### src/rtl/caa_pkg.sv
package caa_pkg;

  typedef enum logic [2:0] {
    KIND_ADD   = 3'd0,
    KIND_SUB   = 3'd1,
    KIND_MUL   = 3'd2,
    KIND_DIV   = 3'd3,
    KIND_MOD   = 3'd4,
    KIND_NEG   = 3'd5,
    KIND_POW   = 3'd6,
    KIND_CLEAR = 3'd7
  } kind_t;

  typedef enum logic [2:0] {
    ST_OK     = 3'd0,
    ST_OVF    = 3'd1,
    ST_UNF    = 3'd2,
    ST_NEGEXP = 3'd3,
    ST_DIVZ   = 3'd4
  } status_t;

  typedef enum logic [2:0] {
    S_IDLE,
    S_EXEC,
    S_POWGO,
    S_WAIT,
    S_OUT
  } state_t;

  // Request to the shared multiply/divide unit.
  typedef struct packed {
    logic start;
    logic is_div;
  } unit_req_t;

endpackage

### src/rtl/checked_accumulator_alu_top.sv
// Overflow-checked signed accumulator. Each input transfer carries an
// operation (add, sub, mul, div, mod, negate, power, clear) and an operand;
// the operation is applied to the accumulator and one result transfer follows
// with the accumulator after the step and a status. On any error (overflow,
// underflow, negative exponent, divide by zero) the accumulator keeps its old
// value. Add, sub, negate and clear pass from S_EXEC straight to S_OUT.
// Mul, div and mod go through one shared shift-add / restoring-divide unit
// that retires one bit per cycle. Power runs that same unit once per
// exponent step, stopping at the first overflow. One item is in flight at
// a time: in_ready is high only when the previous result has been taken.
module checked_accumulator_alu_top #(
  parameter int DATA_WIDTH = 32
) (
  input  logic                          clk,
  input  logic                          rst_n,
  input  logic                          in_valid,
  output logic                          in_ready,
  input  logic [2:0]                    in_kind,
  input  logic signed [DATA_WIDTH-1:0]  in_operand,
  output logic                          out_valid,
  input  logic                          out_ready,
  output logic signed [DATA_WIDTH-1:0]  out_value,
  output logic [2:0]                    out_status
);
  import caa_pkg::*;

  localparam int W = DATA_WIDTH;
  localparam logic [W-1:0] SIGNB = {1'b1, {(W-1){1'b0}}};
  localparam logic [W-1:0] ONE   = {{(W-1){1'b0}}, 1'b1};

  state_t        state_r, state_nxt;
  kind_t         kind_r;
  logic [W-1:0]  opnd_r;
  logic [W-1:0]  acc_r;
  logic [W-1:0]  pow_r;
  logic [W-1:0]  cnt_r;
  status_t       st_r;

  unit_req_t     ureq;
  logic [W-1:0]  ux;
  logic [W-1:0]  uy;
  logic          udone;
  logic [W-1:0]  ulo;
  logic [W-1:0]  uq;
  logic          uovf;

  logic          a_neg, b_neg, diff;
  logic [W-1:0]  ma, mb, sum, sub;
  logic [W-1:0]  pnext;

  assign a_neg = acc_r[W-1];
  assign b_neg = opnd_r[W-1];
  assign diff  = a_neg ^ b_neg;
  assign ma    = a_neg ? (~acc_r + ONE) : acc_r;
  assign mb    = b_neg ? (~opnd_r + ONE) : opnd_r;
  assign sum   = acc_r + opnd_r;
  assign sub   = acc_r - opnd_r;
  assign pnext = cnt_r + ONE;

  caa_unit #(.DATA_WIDTH(W)) u_unit (
    .clk    (clk),
    .rst_n  (rst_n),
    .req    (ureq),
    .x      (ux),
    .y      (uy),
    .done   (udone),
    .lo_res (ulo),
    .quot   (uq),
    .ovf    (uovf)
  );

  // Next state.
  always_comb begin
    state_nxt = state_r;
    case (state_r)
      S_IDLE: if (in_valid) state_nxt = S_EXEC;
      S_EXEC: begin
        state_nxt = S_OUT;
        if (kind_r inside {KIND_MUL, KIND_DIV, KIND_MOD}) begin
          if (acc_r != SIGNB && opnd_r != SIGNB &&
              (kind_r == KIND_MUL || mb != '0)) begin
            state_nxt = S_WAIT;
          end
        end else if (kind_r == KIND_POW) begin
          if (!b_neg && opnd_r != '0 && acc_r != SIGNB && ma > ONE) begin
            state_nxt = S_POWGO;
          end
        end
      end
      S_POWGO: state_nxt = S_WAIT;
      S_WAIT: begin
        if (udone) begin
          if (kind_r == KIND_POW && !uovf && pnext != opnd_r) begin
            state_nxt = S_POWGO;
          end else begin
            state_nxt = S_OUT;
          end
        end
      end
      S_OUT: if (out_ready) state_nxt = S_IDLE;
      default: state_nxt = S_IDLE;
    endcase
  end

  // Outputs and the request to the shared unit. Mul, div and mod feed the
  // two magnitudes; a power step multiplies the running power by the base
  // magnitude.
  always_comb begin
    in_ready    = 1'b0;
    out_valid   = 1'b0;
    ureq.start  = 1'b0;
    ureq.is_div = (kind_r != KIND_MUL) && (kind_r != KIND_POW);
    ux          = ma;
    uy          = mb;
    case (state_r)
      S_IDLE: in_ready = 1'b1;
      S_EXEC: ureq.start = (state_nxt == S_WAIT);
      S_POWGO: begin
        ureq.start = 1'b1;
        ux         = pow_r;
        uy         = ma;
      end
      S_OUT: out_valid = 1'b1;
      default: ;
    endcase
  end

  always_ff @(posedge clk) begin
    if (!rst_n) begin
      state_r <= S_IDLE;
      acc_r   <= '0;
      st_r    <= ST_OK;
    end else begin
      state_r <= state_nxt;
      case (state_r)
        S_IDLE: begin
          if (in_valid) begin
            kind_r <= kind_t'(in_kind);
            opnd_r <= in_operand;
          end
        end
        S_EXEC: begin
          st_r <= ST_OK;
          case (kind_r)
            KIND_ADD: begin
              if (!a_neg && !b_neg && sum[W-1])      st_r <= ST_OVF;
              else if (a_neg && b_neg && !sum[W-1]) st_r <= ST_UNF;
              else                                   acc_r <= sum;
            end
            KIND_SUB: begin
              if (!a_neg && b_neg && sub[W-1])       st_r <= ST_OVF;
              else if (a_neg && !b_neg && !sub[W-1]) st_r <= ST_UNF;
              else                                   acc_r <= sub;
            end
            KIND_MUL, KIND_DIV, KIND_MOD: begin
              if (acc_r == SIGNB || opnd_r == SIGNB) st_r <= ST_OVF;
              else if (kind_r != KIND_MUL && mb == '0) st_r <= ST_DIVZ;
            end
            KIND_NEG: begin
              if (acc_r == SIGNB) st_r <= ST_OVF;
              else                acc_r <= ~acc_r + ONE;
            end
            KIND_POW: begin
              pow_r <= ONE;
              cnt_r <= '0;
              if (b_neg)                st_r <= ST_NEGEXP;
              else if (opnd_r == '0)    acc_r <= ONE;
              else if (acc_r == SIGNB)  st_r <= ST_OVF;
              else if (ma <= ONE)       acc_r <= (a_neg && opnd_r[0]) ? acc_r : ma;
            end
            default: acc_r <= '0;
          endcase
        end
        S_WAIT: begin
          if (udone) begin
            case (kind_r)
              KIND_MUL: begin
                if (uovf) st_r <= ST_OVF;
                else      acc_r <= diff ? (~ulo + ONE) : ulo;
              end
              KIND_DIV: acc_r <= diff ? (~uq + ONE) : uq;
              KIND_MOD: acc_r <= ulo;
              default: begin
                // Power: one more factor of the base magnitude per pass.
                if (uovf) begin
                  st_r <= ST_OVF;
                end else begin
                  pow_r <= ulo;
                  cnt_r <= pnext;
                  if (pnext == opnd_r) begin
                    acc_r <= (a_neg && opnd_r[0]) ? (~ulo + ONE) : ulo;
                  end
                end
              end
            endcase
          end
        end
        default: ;
      endcase
    end
  end

  assign out_value  = acc_r;
  assign out_status = st_r;

endmodule

### src/rtl/caa_unit.sv
module caa_unit #(
  parameter int DATA_WIDTH = 32
) (
  input  logic                    clk,
  input  logic                    rst_n,
  input  caa_pkg::unit_req_t      req,
  input  logic [DATA_WIDTH-1:0]   x,
  input  logic [DATA_WIDTH-1:0]   y,
  output logic                    done,
  output logic [DATA_WIDTH-1:0]   lo_res,
  output logic [DATA_WIDTH-1:0]   quot,
  output logic                    ovf
);
  import caa_pkg::*;

  localparam int W  = DATA_WIDTH;
  localparam int CW = $clog2(W + 1);
  localparam logic [W:0] MAXMAG = {2'b00, {(W-1){1'b1}}};

  logic [W:0]    acc_r;
  logic [W-1:0]  q_r;
  logic [W-1:0]  y_r;
  logic [CW-1:0] cnt_r;
  logic          busy_r;
  logic          done_r;
  logic          div_r;
  logic          ovf_r;

  logic [W:0] mul_t;
  logic [W:0] sh;
  logic [W:0] dif;
  logic       ge;

  // Multiply walks the multiplier from its top bit; once the partial product
  // passes the largest magnitude it can only grow, so the flag is sticky.
  assign mul_t = {acc_r[W-1:0], 1'b0} + (q_r[W-1] ? {1'b0, y_r} : '0);
  assign sh    = {acc_r[W-1:0], q_r[W-1]};
  assign ge    = sh >= {1'b0, y_r};
  assign dif   = sh - {1'b0, y_r};

  always_ff @(posedge clk) begin
    if (!rst_n) begin
      busy_r <= 1'b0;
      done_r <= 1'b0;
    end else begin
      done_r <= 1'b0;
      if (req.start) begin
        busy_r <= 1'b1;
        cnt_r  <= CW'(W);
        acc_r  <= '0;
        q_r    <= x;
        y_r    <= y;
        div_r  <= req.is_div;
        ovf_r  <= 1'b0;
      end else if (busy_r) begin
        cnt_r <= cnt_r - CW'(1);
        if (cnt_r == CW'(1)) begin
          busy_r <= 1'b0;
          done_r <= 1'b1;
        end
        if (div_r) begin
          acc_r <= ge ? dif : sh;
          q_r   <= {q_r[W-2:0], ge};
        end else begin
          q_r <= q_r << 1;
          if (!ovf_r) begin
            acc_r <= mul_t;
            if (mul_t > MAXMAG) begin
              ovf_r <= 1'b1;
            end
          end
        end
      end
    end
  end

  assign done   = done_r;
  assign lo_res = acc_r[W-1:0];
  assign quot   = q_r;
  assign ovf    = ovf_r;

endmodule

### config.mk
export PLATFORM = sky130hd
export DESIGN_NAME = checked_accumulator_alu_top
export DESIGN_NICKNAME = d
export VERILOG_FILES = /design/src/rtl/caa_pkg.sv /design/src/rtl/checked_accumulator_alu_top.sv /design/src/rtl/caa_unit.sv
export SDC_FILE = /design/constraint.sdc
export NUM_CORES = 1
export LEC_CHECK = 0
export ABC_CLOCK_PERIOD_IN_PS = 7530
export BUFFER_PORTS_ARGS = -buffer_cell sky130_fd_sc_hd__buf_2
export CORE_MARGIN = 1
export CORE_UTILIZATION = 45
export CTS_BUF_LIST = sky130_fd_sc_hd__clkbuf_8
export DETAILED_ROUTE_END_ITERATION = 8
export GPL_TIMING_DRIVEN = 0
export PLACE_DENSITY = 0.63
export SETUP_SLACK_MARGIN = 0.2
export SLEW_MARGIN = 5
export SYNTH_ARGS = -nofsm -noshare
export SYNTH_HDL_FRONTEND = slang
export SYNTH_SLANG_ARGS = --single-unit
### constraint.sdc
create_clock -name clk -period 7.53 [get_ports clk]
set_input_delay 0 -clock clk [delete_from_list [all_inputs] [get_ports clk]]
set_output_delay 0 -clock clk [all_outputs]
set_load 0.005 [all_outputs]
## Word-level counts from Yosys, hierarchy flattened

Cells that the tools add are included.
Widths: inputs -> output; s select.

- Register bits: 243
- Input port bits: 39
- Word-level logic and storage cells: 199

- Add/subtract/negate cells: 10
- $lt $le $gt $ge: 4
- Eq/ne operators: 41
- Muxes and demuxes: 77
- Bitwise operators: 7
- Reductions and logical operators: 45

Operators with widths:

| operator | number |
|---|---|
| $mux 32 | 36 |
| $pmux 32 s2 | 3 |
| $add 32x1->32 const B | 5 |
| $pmux 32 s5 | 1 |
| $not 32->32 | 4 |
| $pmux 32 s3 | 1 |
| $eq 32x32->1 const B | 2 |
| $logic_not 32->1 | 2 |
| $ne 32x32->1 const B | 2 |
| $reduce_bool 32->1 | 2 |
| $sub 32x32->32 | 2 |
| $mux 3 | 15 |
| $add 33x32->33 | 1 |
| $ge 33x32->1 | 1 |
| $gt 33x31->1 const B | 1 |
| $add 32x32->32 | 1 |
| $eq 32x32->1 | 1 |
| $gt 32x1->1 const B | 1 |
| $le 32x1->1 const B | 1 |
| $ne 32x32->1 | 1 |
| $pmux 3 s5 | 2 |
| $ne 3x3->1 const B | 8 |
| $logic_and 1x1->1 | 18 |
| $ne 4x4->1 const B | 4 |
| other kinds (29) | 69 |

## Logic depth before layout (Yosys ltp)

- Depth in word-level cells: 13
- Depth in mapped cells: 19
- Depth with buffers taken out: 15

## By module

From an unflattened synthesis, not the netlist that was laid out.

- Cell total of the unflattened synthesis: 3089
- Area total of the unflattened synthesis: 24877.6 um^2

Modules (own cells, without submodules):

| module | times used | cells each | area each (um^2) | seq. area each (um^2) |
|---|---|---|---|---|
| checked_accumulator_alu_top | 1 | 2273 | 16798.6 | 3733.6 |
| caa_unit | 1 | 816 | 8079.0 | 3163.0 |

## Worst setup path after synthesis

OpenSTA, ideal clock, no wires.

- Path kind: reg-to-reg
- From: register opnd_r[7]
- To: register u_unit.cnt_r[0] (enable)
- Library setup time: 0.433 ns
- Arrival time: 4.697 ns
- Path slack: 2.400 ns
- Stages on the path, launching flop included: 16
- Buffers on the path: 4
- Clock period less this slack: 5.130 ns
- Cells stage by stage: edfxtp_1 clkbuf_1 nor4_1 nand4_1 or3_1 clkbuf_1 o21ai_0 xnor2_1 nor4_1 nand4_1 nor2b_1 or2_2 clkbuf_1 clkbuf_1 nor2_1 nor2_1

- Cells in the longest elaborated chain, start to end: 13

Ends and longest elaborated chain:

| what | line | source |
|---|---|---|
| start: declaration | checked_accumulator_alu_top.sv:33 | `logic [W-1:0] opnd_r;` |
| start signal: assignment | checked_accumulator_alu_top.sv:139 | `opnd_r <= in_operand;` |
| $not 32->32 | checked_accumulator_alu_top.sv:55 | `assign mb = b_neg ? (~opnd_r + ONE) : opnd_r;` |
| $add 32x1->32 | checked_accumulator_alu_top.sv:55 |  |
| $mux 32 | checked_accumulator_alu_top.sv:55 |  |
| $reduce_bool 32->1 | checked_accumulator_alu_top.sv:81 | `(kind_r == KIND_MUL \|\| mb != '0)) begin` |
| $logic_or 1x1->1 | checked_accumulator_alu_top.sv:81 |  |
| $logic_and 1x1->1 | checked_accumulator_alu_top.sv:80 | `if (acc_r != SIGNB && opnd_r != SIGNB &&` |
| $mux 3 | checked_accumulator_alu_top.sv:80 |  |
| $mux 3 | checked_accumulator_alu_top.sv:79 | `if (kind_r inside {KIND_MUL, KIND_DIV, KIND_MOD}) begin` |
| $pmux 3 s5 (*) | checked_accumulator_alu_top.sv:75 | `case (state_r)` |
| $eq 3x2->1 (*) | checked_accumulator_alu_top.sv:117 | `S_EXEC: ureq.start = (state_nxt == S_WAIT);` |
| $pmux 1 s2 (*) | checked_accumulator_alu_top.sv:115 | `case (state_r)` |
| $reduce_bool 2->1 (no source line) (*) | n/a |  |
| $reduce_and 2->1 (no source line) (*) | n/a |  |
| end signal: assignment | caa_unit.sv:49 | `cnt_r <= CW'(W);` |
| end signal: assignment | caa_unit.sv:56 | `cnt_r <= cnt_r - CW'(1);` |
| end: declaration | caa_unit.sv:23 | `logic [CW-1:0] cnt_r;` |

Every way passes the cells marked *; elsewhere a longest branch is shown, timed or not.
A chain may end at the register's enable or synchronous reset.

## Worst setup path after layout

- From: register opnd_r[7]
- To: register u_unit.acc_r[6] (enable)

- Cells in the longest elaborated chain, start to end: 13

Ends and longest elaborated chain:

| what | line | source |
|---|---|---|
| $not 32->32 | checked_accumulator_alu_top.sv:55 |  |
| $add 32x1->32 | checked_accumulator_alu_top.sv:55 |  |
| $mux 32 | checked_accumulator_alu_top.sv:55 |  |
| $reduce_bool 32->1 | checked_accumulator_alu_top.sv:81 |  |
| $logic_or 1x1->1 | checked_accumulator_alu_top.sv:81 |  |
| $logic_and 1x1->1 | checked_accumulator_alu_top.sv:80 |  |
| $mux 3 | checked_accumulator_alu_top.sv:80 |  |
| $mux 3 | checked_accumulator_alu_top.sv:79 |  |
| $pmux 3 s5 (*) | checked_accumulator_alu_top.sv:75 |  |
| $eq 3x2->1 (*) | checked_accumulator_alu_top.sv:117 |  |
| $pmux 1 s2 (*) | checked_accumulator_alu_top.sv:115 |  |
| $ne 3x1->1 (no source line) / $reduce_bool 2->1 (equally long branches) | n/a |  |
| $reduce_and 3->1 (no source line) (*) | n/a |  |
| end signal: assignment | caa_unit.sv:62 | `acc_r <= ge ? dif : sh;` |
| end signal: assignment | caa_unit.sv:67 | `acc_r <= mul_t;` |
| end: declaration | caa_unit.sv:20 | `logic [W:0] acc_r;` |

Marked as above.

==> flow_metrics.env <==
export IMPL_finalWorstSetupSlack_ns=0.582
export IMPL_wl_mm=109
export IMPL_clockBufferDepth=3
export IMPL_required_ns=7.93
export IMPL_drive_above_1_share_pct=8.37
export IMPL_num_vias=25100
export IMPL_drt_initial_drc_count=3151
export IMPL_path_cells="clkbuf_1 -> nor4_1 -> nand4_1 -> or3_1 -> clkbuf_1 -> o31ai_1 -> a32oi_1 -> nor4_1 -> nand4_1 -> nor2b_1 -> nor2_2 -> clkbuf_1 -> a21oi_4 -> buf_12"
export IMPL_numPortBuffers=75
export IMPL_crit_path_end_kind="flip-flop"
export IMPL_synth_edff_count=203
export IMPL_worst_r2r_path_depth=14
export IMPL_finalCritPeriodShare_pct=92.3
export IMPL_nets=3296
export IMPL_cpMaxStageDelayCell="nor4_1"
export IMPL_status="finished, final reports clean"
export IMPL_relSlewSlack_pct=8.08
export IMPL_vdd_drop_max_uv=135
export IMPL_viasPerCell=6.55
export IMPL_grt_use_total_pct=40.1
export IMPL_p_leak_nw=9.93
export IMPL_ff_latch_area_um2=6900
export IMPL_arrival_ns=7.35
export IMPL_drtPass1Iterations=6
export IMPL_internal_power_mw=3.02
export IMPL_place_ws_ns=0.557
export IMPL_report_final_slew_viol_count=0
export IMPL_chipHeight_um=232
export IMPL_grt_max_degree=34
export IMPL_crit_fanout=26
export IMPL_grt_overflow_total=0
export IMPL_multi_input_area_um2=15600
export IMPL_synth_nets=3129
export IMPL_min_to="kind_r[1]$_DFFE_PP_"
export IMPL_syn_inst=2948
export IMPL_dpl_instance_area_um2=25100
export IMPL_postCtsSetupBuffers=0
export IMPL_dp_hpwl_mm=85.4
export IMPL_dieArea_um2=53600
export IMPL_hold_path_cell_count=2
export IMPL_fin_area_um2=26500
export IMPL_num_rows=83
export IMPL_avgSynthCellArea_um2=8.05
export IMPL_sequentialPowerShare_pct=33.3
export IMPL_worst_path_buf_inv=4
export IMPL_setup_violations=0
export IMPL_layoutNonFillerInstCount=3836
export IMPL_htreeDepth=2
export IMPL_slowest_delay_ns=0.84
export IMPL_r2r_setup_slack_ns=0.58
export IMPL_antenna_found_initial=4
export IMPL_cp_start_kind="flip-flop"
export IMPL_clock_latency_ns=0.66
export IMPL_finalCriticalPeriod_ns=6.95
export IMPL_rsz0062_at_grt="false"
export IMPL_hp_start="in_kind[1]"
export IMPL_cts_tree="yes"
export IMPL_power_switching_mw=2.04
export IMPL_syn_area_um2=23700
export IMPL_hold_viol=0
export IMPL_path_class="flip-flop to flip-flop"
export IMPL_syn_to_final_growth_pct=11.7
export IMPL_cts_buffers=48
export IMPL_num_io_pins=76
export IMPL_grt_pass1_vias=24200
export IMPL_yosysSeqAreaShare_pct=29.1
export IMPL_tightest_slew_ns=1.38
export IMPL_ant_nets=0
export IMPL_r2r_end="u_unit.acc_r[6]$_SDFFCE_PN0P_"
export IMPL_start_util_pct=45.9
export IMPL_fp_coreArea_um2=51700
export IMPL_grt_pass1_wl_mm=158
export IMPL_clock_sinks=243
export IMPL_yosysWarningCount=0
export IMPL_ys_ff_latch=243
export IMPL_ys_async_sr_fraction_pct=0
export IMPL_cts_root_buf="clkbuf_8"
export IMPL_pwr_share_comb_pct=37.2
export IMPL_wl_per_cell_um=28.5
export IMPL_switching_share_pct=40.4
export IMPL_holdCritPathClass="input port to flip-flop"
export IMPL_nFillCells=5034
export IMPL_crit_top_cell="clkbuf_1"
export IMPL_dp_cells=3707
export IMPL_power_density_nw_per_um2=191
export IMPL_drc_errors=0
export IMPL_reg2reg_from="opnd_r[7]$_DFFE_PP_"
export IMPL_die_w_um=232
export IMPL_synthFlopType="edfxtp_1"
export IMPL_place_congestion=1.09
export IMPL_p_clk_share_pct=29.5
export IMPL_finalClockSkew_ns=0.0302
export IMPL_hold_slack_ns=0.0474
export IMPL_clk_pin_slew_ns=0.06
export IMPL_max_clock_freq_mhz=144
export IMPL_synth_cell_types=99
export IMPL_cp_top_family="simple AND/OR/NAND/NOR gates"
export IMPL_drv_cap=0
## final cells by class
class,instances,share of cell area [%]
diodes,1,0.00944
plain buffers,191,2.97
clock buffers,52,2.70
clock inverters,38,1.21
inverters,142,2.01
multi-input cells,2372,58.7
flip-flops and latches,243,26.0
well taps,680,3.21
repair buffers,117,3.15
## kinds of logic (layout without fill, tap and decap cells)
family / after synthesis / after routing / share of synthesized area (%)
AND/OR/NAND/NOR: 1020 / 1020 / 21.3
AO/OA/AOI/OAI: 937 / 937 / 26.0
buffers and inverters: 333 / 540 / 5.57
flip-flops: 243 / 243 / 29.1
XOR/XNOR: 241 / 241 / 9.01
adder cells (fa/ha/maj): 142 / 142 / 7.62
multiplexers: 32 / 32 / 1.39
other: 0 / 1 / 0
## flip-flops by register name, summed over array words and instances (netlist names), 6 cells and up
| name | flops |
|---|---|
| pow_r | 32 |
| u_unit.acc_r | 32 |
| u_unit.cnt_r | 6 |
| opnd_r | 32 |
| cnt_r | 32 |
| u_unit.quot | 32 |
| out_value | 32 |
| u_unit.y_r | 32 |
## layout by cell type (no fill, tap or decap), types with 113 or more instances in the layout
cell type	netlist	final
inv_1	140	150
a21oi_1	272	271
ha_1	138	138
nor2_1	268	265
o21ai_0	185	185
edfxtp_1	203	203
clkbuf_1	154	154
xnor2_1	177	177
nand2_1	246	246
nor3_1	114	113
## synthesized netlist by cell type, drive strengths merged (28+ instances only)
master / count / area [µm²]
o22ai: 32 / 200
inv: 141 / 529
o31ai: 44 / 358
o21ai: 187 / 936
clkbuf: 155 / 583
a21oi: 273 / 1380
a21o: 47 / 353
xor2: 62 / 543
nor4: 40 / 272
ha: 138 / 1730
nand4: 36 / 240
buf: 36 / 205
a211oi: 49 / 408
or4: 28 / 221
nand3: 71 / 355
a31oi: 40 / 250
xnor2: 177 / 1550
and2: 40 / 250
dfxtp: 40 / 801
nor3: 114 / 571
or3: 45 / 282
nand2: 248 / 946
edfxtp: 203 / 6100
nor2: 269 / 1020
## timing repair
action / 4_1_cts / 5_1_grt
resized for setup: 0 / 1
hold endpoints to repair: 44 / 0
setup endpoints to repair: 0 / 41
hold buffers: 38 / 0
## power groups by stage
stage                     Combinational (mW)  Sequential, mW  Clock (mW)
after detailed placement                1.80            1.71           0
after global routing                    2.00            1.69        1.56
after floorplan                         1.22            1.65           0
after global placement                  1.77            1.71           0
final                                   1.88            1.69        1.49
after CTS                               1.82            1.68        1.51
## worst max-delay path by stage
stage                              from                       endpoint  slack, ns  depth (start not counted)
finish              opnd_r[7]$_DFFE_PP_  u_unit.acc_r[6]$_SDFFCE_PN0P_       0.58                         14
global route        opnd_r[7]$_DFFE_PP_  u_unit.acc_r[5]$_SDFFCE_PN0P_       0.47                         14
CTS                 opnd_r[7]$_DFFE_PP_  u_unit.acc_r[5]$_SDFFCE_PN0P_       0.53                         14
detailed placement  opnd_r[7]$_DFFE_PP_  u_unit.acc_r[2]$_SDFFCE_PN0P_       0.56                         14
global placement    opnd_r[2]$_DFFE_PP_       u_unit.quot[2]$_DFFE_PP_      -0.68                         13
floorplan           opnd_r[7]$_DFFE_PP_  u_unit.cnt_r[0]$_SDFFCE_PN0P_       2.40                         15
## through the flow
step | total power [mW] | utilization, % | TNS (ns)
CTS | 5.01 | 51.2 | 0
detailed placement | 3.50 | 48.5 | 0
finish | 5.07 | 51.3 | 0
global placement | 3.48 | 48.2 | -36.11
floorplan | 2.87 | - | 0
global route | 5.25 | 51.3 | 0
## routing by layer
layer	track usage [%]	routed length, µm	up-vias
met5	0	25	-
met1	46.3	40900	12000
met4	25.7	7740	4
li1	-	-	11300
met3	6.74	8650	377
met2	68.8	52200	1431
Note: power is estimated with default switching activity, not from simulation.
